[src/rtl/core/bf5_pkg.sv]
// Shared constants and types for the 5x5 bilateral filter core.
// No dependencies; imported by the divider cells, the divider and the top level.
package bf5_pkg;

  localparam int MAX_WIDTH  = 256;
  localparam int MAX_HEIGHT = 256;
  localparam int WINDOW     = 5;
  localparam int HALF_WIN   = WINDOW / 2;

  // pixel store spans more than 4*MAX_WIDTH+WINDOW pixels, power-of-two deep
  localparam int STORE_AW   = $clog2(4 * MAX_WIDTH + WINDOW);
  localparam int DIM_W      = 9;
  localparam int COUNT_W    = 17;
  localparam int WEIGHT_W   = 16;
  localparam int SUM_W      = 28;
  localparam int WSUM_W     = 20;
  localparam int QUO_W      = 16;
  localparam int DVD_W      = SUM_W + 8;

  localparam logic [WEIGHT_W-1:0] ONE_Q15 = 16'd32768;

  localparam logic [1:0] OP_PIXEL = 2'd0;
  localparam logic [1:0] OP_FLUSH = 2'd1;
  localparam logic [1:0] OP_LOAD  = 2'd2;
  localparam logic [1:0] OP_NONE  = 2'd3;

  localparam logic [2:0] REG_WIDTH  = 3'd0;
  localparam logic [2:0] REG_HEIGHT = 3'd1;
  localparam logic [2:0] REG_SW_D1  = 3'd2;
  localparam logic [2:0] REG_SW_D2  = 3'd3;
  localparam logic [2:0] REG_SW_D4  = 3'd4;
  localparam logic [2:0] REG_SW_D5  = 3'd5;
  localparam logic [2:0] REG_SW_D8  = 3'd6;

  // one step of the restoring divider, handed from cell to cell
  typedef struct packed {
    logic              valid;
    logic [WSUM_W-1:0] rem;
    logic [QUO_W-1:0]  low;
    logic [QUO_W-1:0]  quo;
    logic [WSUM_W-1:0] dvs;
  } div_stage_t;

  function automatic logic [WEIGHT_W-1:0] sat_q15(input logic [WEIGHT_W-1:0] v);
    return (v > ONE_Q15) ? ONE_Q15 : v;
  endfunction

endpackage

[src/rtl/core/bf5_div_cell.sv]
// One restoring division step: takes a partial remainder, emits one quotient bit.
// Depends on bf5_pkg.
module bf5_div_cell import bf5_pkg::*; (
  input  logic       clk,
  input  logic       rst,
  input  div_stage_t stage_in,
  output div_stage_t stage_out
);

  logic [WSUM_W:0] trial;
  logic            fits;

  always_comb begin
    trial = {stage_in.rem, stage_in.low[QUO_W-1]};
    fits  = (trial >= {1'b0, stage_in.dvs});
  end

  always_ff @(posedge clk) begin
    if (rst) begin
      stage_out.valid <= 1'b0;
    end else begin
      stage_out.valid <= stage_in.valid;
    end
    stage_out.rem <= fits ? WSUM_W'(trial - {1'b0, stage_in.dvs}) : trial[WSUM_W-1:0];
    stage_out.low <= {stage_in.low[QUO_W-2:0], 1'b0};
    stage_out.quo <= {stage_in.quo[QUO_W-2:0], fits};
    stage_out.dvs <= stage_in.dvs;
  end

endmodule

[src/rtl/core/bf5_divider.sv]
// Chain of division cells, one quotient bit per cell and per cycle.
// Depends on bf5_pkg and bf5_div_cell.
module bf5_divider import bf5_pkg::*; (
  input  logic              clk,
  input  logic              rst,
  input  logic              start,
  input  logic [DVD_W-1:0]  dividend,
  input  logic [WSUM_W-1:0] divisor,
  output logic              done,
  output logic [QUO_W-1:0]  quotient
);

  div_stage_t chain [QUO_W+1];

  // quotient is known to fit 16 bits, so the high part is already below the divisor
  always_comb begin
    chain[0].valid = start;
    chain[0].rem   = dividend[DVD_W-1:QUO_W];
    chain[0].low   = dividend[QUO_W-1:0];
    chain[0].quo   = '0;
    chain[0].dvs   = divisor;
  end

  for (genvar i = 0; i < QUO_W; i++) begin : g_cell
    bf5_div_cell u_cell (
      .clk       (clk),
      .rst       (rst),
      .stage_in  (chain[i]),
      .stage_out (chain[i+1])
    );
  end

  assign done     = chain[QUO_W].valid;
  assign quotient = chain[QUO_W].quo;

endmodule

[config.mk]
export PLATFORM = sky130hd
export DESIGN_NAME = bf5_divider
export DESIGN_NICKNAME = d
export VERILOG_FILES = /design/src/rtl/core/bf5_pkg.sv /design/src/rtl/core/bf5_div_cell.sv /design/src/rtl/core/bf5_divider.sv
export SDC_FILE = /design/constraint.sdc
export NUM_CORES = 1
export LEC_CHECK = 0
export BUFFER_PORTS_ARGS = -buffer_cell sky130_fd_sc_hd__buf_4
export CORE_ASPECT_RATIO = 1.5
export CORE_UTILIZATION = 45
export DETAILED_ROUTE_END_ITERATION = 10
export PLACE_DENSITY_LB_ADDON = 0.12
export SYNTH_ARGS = -nofsm -noshare
export SYNTH_HDL_FRONTEND = slang
export SYNTH_SLANG_ARGS = --single-unit
export TNS_END_PERCENT = 100
[constraint.sdc]
create_clock -name clk -period 3.2 [get_ports clk]
set_input_delay 0.96 -clock clk [delete_from_list [all_inputs] [get_ports clk]]
set_output_delay 0.96 -clock clk [all_outputs]
set_load 0.1 [all_outputs]
==> results of run 1 <==
[cell usage in the layout (no fill, tap or decap), drive strengths merged, types with 31 or more instances in the layout]
master / n
dfxtp: 872
inv: 417
ha: 320
buf: 313
a21oi: 257
nand2: 224
o21ai: 221
nor2: 187
mux2: 159
xnor2: 129
a21o: 128
clkbuf: 109
xor2: 92
nor2b: 71
nand3: 60
nor3: 53
o21a: 43
nand4: 39
nand2b: 36
a31oi: 32
and3: 31
[per-stage QoR]
stage	instance area (um^2)	setup WS (ns)
6_report	43800	0.0270
5_1_grt	43800	-0.0300
4_1_cts	43700	0.00157
3_5_place_dp	40500	-0.312
3_3_place_gp	40500	-0.297
2_1_floorplan	37100	0.0415
[layout make-up]
class / count / area, um^2
multi-input combinational: 2402 / 17900
sequential: 872 / 17500
tap: 1040 / 1300
fill: 7400 / 37500
clock buffer: 108 / 2430
inverter: 414 / 1550
clock inverter: 45 / 672
timing repair buffer: 314 / 2580
[repair_timing]
item                                    4_1_cts  5_1_grt
pin swaps                                     2        5
gates resized for setup                       7       35
gates cloned                                  0        1
buffers inserted                              2        0
endpoints found under the setup margin       55      136
[routing by layer]
metal  vias up  part of all wire  global-route usage
li1      13600                 -                   -
met1     12500              0.29               0.132
met5         -                 0                   0
met3       233             0.023              0.0257
met4         0             0.076               0.150
met2       390              0.61               0.448
[Yosys cell counts (all sizes together), types with 60 or more instances]
cell    instances  area [um^2]
o21ai         221         1110
nand2         224          841
a21oi         257         1300
dfxtp         872        17500
xnor2         129         1130
a21o          128          961
inv           414         1550
mux2          159         1790
nand3          60          300
nor2b          71          444
nor2          187          702
xor2           92          806
clkbuf         63          236
ha            320         4000
[power groups by stage]
stage               registers (W)  clock network [W]  logic [W]
floorplan                  0.0152                  0     0.0175
global placement           0.0157                  0     0.0242
detailed placement         0.0157                  0     0.0244
CTS                        0.0154             0.0112     0.0246
global route               0.0157             0.0116     0.0271
finish                     0.0154             0.0109     0.0247
[worst register-to-register path: cells and delay by family, from the launching register on]
family,cells,cell delay [ns]
multiplexers,1,0.30
adder cells (fa/ha/maj),1,0.23
AO/OA/AOI/OAI,7,1.85
AND/OR/NAND/NOR,1,0.12
buffers and inverters,2,0.23
flip-flops,1,0.33
[logic make-up after synthesis]
group / Yosys count / share of synthesized area
buf+inv: 513 / 0.0545
simple gates: 769 / 0.0997
mux: 179 / 0.0536
fa+ha+maj: 335 / 0.116
xor+xnor: 221 / 0.0522
flops: 872 / 0.470
compound gates: 898 / 0.154
[path summary, 6_finish.rpt]
kind,from,to,slack (ns),cells after the start
hold / removal,g_cell[7].u_cell.stage_out[45],g_cell[8].u_cell.stage_out[46],0.32,0
setup / recovery,g_cell[7].u_cell.stage_out[1],g_cell[8].u_cell.stage_out[54],0.03,12
setup reg to reg,g_cell[7].u_cell.stage_out[1],g_cell[8].u_cell.stage_out[54],0.03,12
hold reg to reg,g_cell[7].u_cell.stage_out[45],g_cell[8].u_cell.stage_out[46],0.32,0
==> results.sh, run 1 <==
export IMPL_status="complete, no violations"
export IMPL_slew_headroom=0.418
export IMPL_row_count=128
export IMPL_powerDensity_nw_per_um2=1160
export IMPL_wl_per_cell_um=16.3
export IMPL_hpwl_mm=68.1
export IMPL_numPortBuffers=75
export IMPL_cts_sinks=872
export IMPL_synth_cells=3787
export IMPL_synth_edf_count=0
export IMPL_pin_count=76
export IMPL_largest_reg_flops=872
export IMPL_grt_max_degree=39
export IMPL_cp_slowest_cell="a221o_1"
export IMPL_reg_largest_list="g_cell.u_cell.stage_out: 872 flops"
export IMPL_netlist_area_um2=37100
export IMPL_required_ns=3.72
export IMPL_cp_buffers_inverters=2
export IMPL_area_growth_pct=18.1
export IMPL_p_clk_frac=0.213
export IMPL_syn_nets=4181
export IMPL_rsz0062_at_grt="yes"
export IMPL_fin_hold_ws_ns=0.322
export IMPL_worst_ir_drop_vdd_mv=0.537
export IMPL_grt_pass1_vias=27900
export IMPL_fmax_mhz=315
export IMPL_hold_path_class="register to register"
export IMPL_worst_slew_pin_slew_ns=0.862
export IMPL_total_power_w=0.0510
export IMPL_crit_chain="inv_2, ha_4, nor2b_4, o31a_1, o21a_1, o31a_1, a221o_1, a211o_1, a21oi_4, o21a_4, clkbuf_16, mux2_4"
export IMPL_final_cells=5195
export IMPL_ys_seq_area_frac=0.470
export IMPL_post_route_util=0.539
export IMPL_gr_total_overflow=0
export IMPL_clk_latency_ns=0.64
export IMPL_cts_tree="built"
export IMPL_synthArstFlopShare=0
export IMPL_hold_violations=0
export IMPL_critPathLaunchType="register"
export IMPL_antenna_found_initial=0
export IMPL_die_area_um2=83700
export IMPL_seqPwrFrac=0.302
export IMPL_path_clk_slew_ns=0.06
export IMPL_holdBufCountCts=0
export IMPL_sw_frac_of_total=0.363
export IMPL_fp_dieH_um=354
export IMPL_fin_tns_setup_ns=0
export IMPL_critPathMaxFanout=7
export IMPL_dieWidth_um=236
export IMPL_vias_per_cell=5.15
export IMPL_layout_min_cycle_time_ns=3.17
export IMPL_ys_flop_type="dfxtp_1"
export IMPL_crit_family="compound AO/OA/AOI/OAI gates"
export IMPL_dr_first_iter_drc_count=752
export IMPL_first_pass_iters=6
export IMPL_htreeDepth=3
export IMPL_wl_mm=84.8
export IMPL_maxCapViolCount=0
export IMPL_cp_arrival_ns=3.70
export IMPL_max_stage_delay_ns=0.36
export IMPL_clk_path_buf_depth=3
export IMPL_post_route_drc_count=0
export IMPL_track_usage=0.198
export IMPL_start_util=0.456
export IMPL_crit_type="register to register"
export IMPL_place_gp_congestion=0.945
export IMPL_leakage_nw=20.6
export IMPL_syn_avg_cell_area_um2=9.80
export IMPL_finalSetupViolCount=0
export IMPL_cp_end_kind="register"
export IMPL_power_switching_w=0.0185
export IMPL_vias=26800
export IMPL_cts_made_buffers=85
export IMPL_layout_worst_path_cycle_share=0.992
export IMPL_fin_nets=4483
export IMPL_cp_common_cell="o31a_1"
export IMPL_clockRootBuffer="clkbuf_16"
export IMPL_comb_power_share=0.485
export IMPL_top_register="g_cell.u_cell.stage_out"
export IMPL_synth_cell_type_count=77
export IMPL_skew_ns=0.0182
export IMPL_fp_coreArea_um2=81400
export IMPL_drive_gt1_frac=0.162
export IMPL_grt_pass1_wl_mm=130
export IMPL_drv_slew=0
export IMPL_diodes=0
export IMPL_yosysWarnings=0
export IMPL_dp_cells=5039
export IMPL_drt_antenna_violating_nets=0
export IMPL_internal_power_w=0.0325
export IMPL_ys_ff_latch=872
Note: power is estimated with default switching activity, not from simulation.
==> run 2: changes to the inputs <==
==> constraint.sdc (replaced) <==
create_clock -name clk -period 4.1 [get_ports clk]
set_input_delay 1.23 -clock clk [delete_from_list [all_inputs] [get_ports clk]]
set_output_delay 1.23 -clock clk [all_outputs]
set_load 0.1 [all_outputs]
==> results.sh, run 2 (synthesis results as in run 1) <==
export IMPL_htreeDepth=3
export IMPL_track_usage=0.194
export IMPL_wl_per_cell_um=16.4
export IMPL_dieWidth_um=236
export IMPL_die_area_um2=83700
export IMPL_cts_sinks=872
export IMPL_vias=26000
export IMPL_crit_type="register to register"
export IMPL_drt_antenna_violating_nets=0
export IMPL_area_growth_pct=13.4
export IMPL_top_register="g_cell.u_cell.stage_out"
export IMPL_drv_slew=0
export IMPL_row_count=128
export IMPL_hp_start="g_cell[12].u_cell.stage_out[29]"
export IMPL_fin_tns_setup_ns=0
export IMPL_leakage_nw=19.6
export IMPL_worst_ir_drop_vdd_mv=0.423
export IMPL_grt_pass1_vias=27200
export IMPL_clk_latency_ns=0.65
export IMPL_cts_made_buffers=86
export IMPL_holdBufCountCts=0
export IMPL_grt_max_degree=36
export IMPL_rsz0062_at_grt="no"
export IMPL_cp_end_kind="register"
export IMPL_cts_tree="built"
export IMPL_reg_largest_list="g_cell.u_cell.stage_out: 872 flops"
export IMPL_largest_reg_flops=872
export IMPL_place_gp_congestion=0.916
export IMPL_finalSetupViolCount=0
export IMPL_pin_count=76
export IMPL_required_ns=4.62
export IMPL_post_route_drc_count=0
export IMPL_hpwl_mm=65.7
export IMPL_maxCapViolCount=0
export IMPL_worst_slew_pin_slew_ns=1.12
export IMPL_powerDensity_nw_per_um2=902
export IMPL_fmax_mhz=274
export IMPL_path_clk_slew_ns=0.06
export IMPL_layout_worst_path_cycle_share=0.892
export IMPL_layout_min_cycle_time_ns=3.66
export IMPL_numPortBuffers=75
export IMPL_hold_violations=0
export IMPL_gr_total_overflow=0
export IMPL_critPathMaxFanout=18
export IMPL_grt_pass1_wl_mm=129
export IMPL_cts_resized=0
export IMPL_drive_gt1_frac=0.115
export IMPL_fin_ws_ns=0.445
export IMPL_post_route_util=0.517
export IMPL_status="complete, no violations"
export IMPL_start_util=0.456
export IMPL_fp_coreArea_um2=81400
export IMPL_clk_path_buf_depth=3
export IMPL_antenna_found_initial=1
export IMPL_final_cell_mix="872 x dfxtp_1, 414 x inv_1, 320 x ha_1"
export IMPL_slew_headroom=0.251
export IMPL_final_common_cell="dfxtp_1"
export IMPL_dp_slack_ns=0.287
export IMPL_clockRootBuffer="clkbuf_16"
export IMPL_postCtsSetupRepairBufs=0
export IMPL_dr_first_iter_drc_count=730
export IMPL_r2r_start="g_cell[7].u_cell.stage_out[1]"
export IMPL_vias_per_cell=5.18
export IMPL_skew_ns=0.0226
export IMPL_cp_arrival_ns=4.18
export IMPL_hold_path_class="register to register"
export IMPL_critPathLaunchType="register"
export IMPL_fp_dieH_um=354
export IMPL_first_pass_iters=5
export IMPL_wl_mm=82.6
export IMPL_crit_start="g_cell[7].u_cell.stage_out[1]"
export IMPL_fin_nets=4303
## run 2: cell types whose count changed in the layout (fill, tap and decap cells not counted), sizes merged
cell and change:
buf -180, clkbuf +10, bufinv -6, diode +4, clkinv -3, inv +3
## run 2: layout make-up
cell class	instances	area, um^2
Sequential cell	872	17500
Tap cell	1040	1300
Inverter	414	1550
Fill cell	7582	39300
Timing Repair Buffer	133	1060
Antenna cell	4	10.0
Multi-Input combinational cell	2402	17700
Clock buffer	119	2490
Clock inverter	39	541
## run 2: metal layers
layer	up-vias	share of wire	GRT usage	routed length [um]
met5	-	0	0	0
met4	0	0.076	0.150	6280
met3	228	0.025	0.0263	2050
met2	357	0.61	0.437	50300
met1	12100	0.29	0.130	24000
li1	13300	-	-	-
## run 2: stage by stage
step | hold WS, ns | power [W] | instances | instance area, um^2
finish | 0.321 | 0.0379 | 5023 | 42100
CTS | 0.323 | 0.0384 | 5019 | 42100
global placement | 0.310 | 0.0297 | 4861 | 39000
floorplan | 0.310 | 0.0255 | 3787 | 37100
global route | 0.329 | 0.0406 | 5023 | 42100
detailed placement | 0.312 | 0.0299 | 4861 | 39000
## run 2: report_power, final
| part | switching (W) | internal, W |
|---|---|---|
| Clock | 0.00337 | 0.00491 |
| Sequential | 0.00107 | 0.0110 |
| Combinational | 0.00965 | 0.00794 |
| Total | 0.0141 | 0.0238 |
## run 2: worst max-delay path, stage by stage (launching register included)
cell	delay [ns]
dfxtp_1	0.37
inv_1	0.06
ha_1	0.31
nor2b_1	0.15
o31a_1	0.26
o21a_1	0.20
o31a_1	0.33
a221o_1	0.39
a211o_1	0.38
a21oi_4	0.21
o21a_2	0.48
mux2_1	0.37
## run 2: path summary, 6_finish.rpt
check,slack (ns),cells past startpoint,end
setup / recovery,0.44,11,g_cell[8].u_cell.stage_out[56]
hold / removal,0.32,0,g_cell[13].u_cell.stage_out[30]
setup reg to reg,0.44,11,g_cell[8].u_cell.stage_out[56]
hold reg to reg,0.32,0,g_cell[13].u_cell.stage_out[30]
==> run 3: changes to the inputs <==
--- a/config.mk
+++ b/config.mk
@@ -7,7 +7,7 @@
 export LEC_CHECK = 0
 export BUFFER_PORTS_ARGS = -buffer_cell sky130_fd_sc_hd__buf_4
 export CORE_ASPECT_RATIO = 1.5
-export CORE_UTILIZATION = 45
+export CORE_UTILIZATION = 50
 export DETAILED_ROUTE_END_ITERATION = 10
 export PLACE_DENSITY_LB_ADDON = 0.12
 export SYNTH_ARGS = -nofsm -noshare
==> results.sh, run 3 (synthesis results as in run 1) <==
export IMPL_status="finished with violations"
export IMPL_failed_checks="DRC"
export IMPL_post_route_util=0.567
export IMPL_rsz0062_at_grt="no"
export IMPL_cp_common_cell="o31a_1"
export IMPL_slew_headroom=0.268
export IMPL_drv_slew=0
export IMPL_sw_frac_of_total=0.373
export IMPL_fin_ws_ns=0.437
export IMPL_layout_min_cycle_time_ns=3.66
export IMPL_reg_largest_list="g_cell.u_cell.stage_out: 872 flops"
export IMPL_grt_max_degree=36
export IMPL_vias=26000
export IMPL_cp_arrival_ns=4.18
export IMPL_clockRootBuffer="clkbuf_16"
export IMPL_final_common_cell="dfxtp_1"
export IMPL_worst_slew_pin_slew_ns=1.10
export IMPL_final_cell_mix="872 x dfxtp_1, 414 x inv_1, 320 x ha_1"
export IMPL_cts_sinks=872
export IMPL_first_pass_iters=8
export IMPL_dr_first_iter_drc_count=759
export IMPL_powerDensity_nw_per_um2=895
export IMPL_power_switching_w=0.0140
export IMPL_crit_type="register to register"
export IMPL_comb_power_share=0.470
export IMPL_internal_power_w=0.0234
export IMPL_max_stage_delay_ns=0.47
export IMPL_antenna_found_initial=0
export IMPL_holdBufCountCts=0
export IMPL_worst_ir_drop_vdd_mv=0.370
export IMPL_dp_slack_ns=0.266
export IMPL_htreeDepth=3
export IMPL_finalSetupViolCount=0
export IMPL_p_clk_frac=0.208
export IMPL_clk_latency_ns=0.65
export IMPL_hpwl_mm=65.0
export IMPL_required_ns=4.62
export IMPL_r2r_cells=11
export IMPL_diodes=0
export IMPL_drt_antenna_violating_nets=0
export IMPL_fin_nets=4297
export IMPL_critPathMaxFanout=18
export IMPL_numPortBuffers=75
export IMPL_place_gp_congestion=0.951
export IMPL_cts_resized=0
export IMPL_top_register="g_cell.u_cell.stage_out"
export IMPL_hold_violations=0
export IMPL_path_clk_slew_ns=0.07
export IMPL_pin_count=76
export IMPL_hold_path_class="register to register"
export IMPL_hold_depth=0
export IMPL_track_usage=0.216
export IMPL_leakage_nw=19.4
export IMPL_largest_reg_flops=872
export IMPL_fmax_mhz=273
export IMPL_fp_coreArea_um2=73600
export IMPL_cp_slowest_cell="o21a_2"
export IMPL_maxCapViolCount=0
export IMPL_area_growth_pct=12.5
export IMPL_die_area_um2=75300
export IMPL_fp_dieH_um=336
export IMPL_wl_per_cell_um=16.4
export IMPL_cp_end_kind="register"
export IMPL_seqPwrFrac=0.322
export IMPL_row_count=122
export IMPL_start_util=0.504
export IMPL_postCtsSetupRepairBufs=0
export IMPL_clk_path_buf_depth=3
export IMPL_fin_hold_ws_ns=0.325
export IMPL_cts_made_buffers=82
export IMPL_cts_tree="built"
export IMPL_gr_total_overflow=0
export IMPL_crit_chain="inv_1, ha_1, nor2b_1, o31a_1, o21a_1, o31a_1, a221o_1, a211o_1, a21oi_4, o21a_2, mux2_1"
export IMPL_drive_gt1_frac=0.113
export IMPL_wl_mm=81.2
export IMPL_vias_per_cell=5.24
export IMPL_skew_ns=0.0256
export IMPL_fin_tns_setup_ns=0
export IMPL_grt_pass1_vias=26700
export IMPL_post_route_drc_count=1
export IMPL_critPathLaunchType="register"
export IMPL_layout_worst_path_cycle_share=0.893
export IMPL_dieWidth_um=224
export IMPL_grt_pass1_wl_mm=127
[run 3: per-stage QoR]
stage | instance area, um^2 | cells | total power (W)
6_report | 41700 | 4963 | 0.0374
5_1_grt | 41700 | 4963 | 0.0401
3_5_place_dp | 39000 | 4811 | 0.0298
4_1_cts | 41700 | 4963 | 0.0378
2_1_floorplan | 37100 | 3787 | 0.0255
3_3_place_gp | 39000 | 4811 | 0.0296
[run 3: routing by layer]
metal	routed length [um]	part of all wire	global-route usage	vias to the layer above
met5	0	0	0	-
met3	1940	0.024	0.0286	259
met1	23300	0.29	0.149	12100
met2	50200	0.62	0.484	372
met4	5810	0.072	0.159	0
li1	-	-	-	13300
[run 3: final timing paths]
path                             startpoint                         endpoint  slack (ns)
max reg2reg   g_cell[7].u_cell.stage_out[1]   g_cell[8].u_cell.stage_out[59]        0.44
min reg2reg  g_cell[9].u_cell.stage_out[23]  g_cell[10].u_cell.stage_out[24]        0.32
min          g_cell[9].u_cell.stage_out[23]  g_cell[10].u_cell.stage_out[24]        0.32
max           g_cell[7].u_cell.stage_out[1]   g_cell[8].u_cell.stage_out[59]        0.44
[run 3: area by class of cell]
cell class	instances	area, um^2
multi-input combinational	2402	17700
clock inverter	32	339
inverter	414	1550
sequential	872	17500
timing repair buffer	131	1030
tap	992	1240
clock buffer	120	2460
fill	6728	31800
[run 3: power by group through the flow]
stage | logic, W | registers (W) | clock network (W)
floorplan | 0.0136 | 0.0118 | 0
CTS | 0.0177 | 0.0121 | 0.00798
detailed placement | 0.0176 | 0.0123 | 0
finish | 0.0176 | 0.0121 | 0.00777
global route | 0.0195 | 0.0123 | 0.00832
global placement | 0.0174 | 0.0122 | 0
[run 3: critical path, delay by kind of cell, from the launching register on]
| family | cells | cell delay (ns) |
|---|---|---|
| buffers and inverters | 1 | 0.06 |
| AOI/OAI and AO/OA | 7 | 2.25 |
| adders and majority gates | 1 | 0.30 |
| and+or+nand+nor | 1 | 0.15 |
| DFF | 1 | 0.37 |
| muxes | 1 | 0.38 |
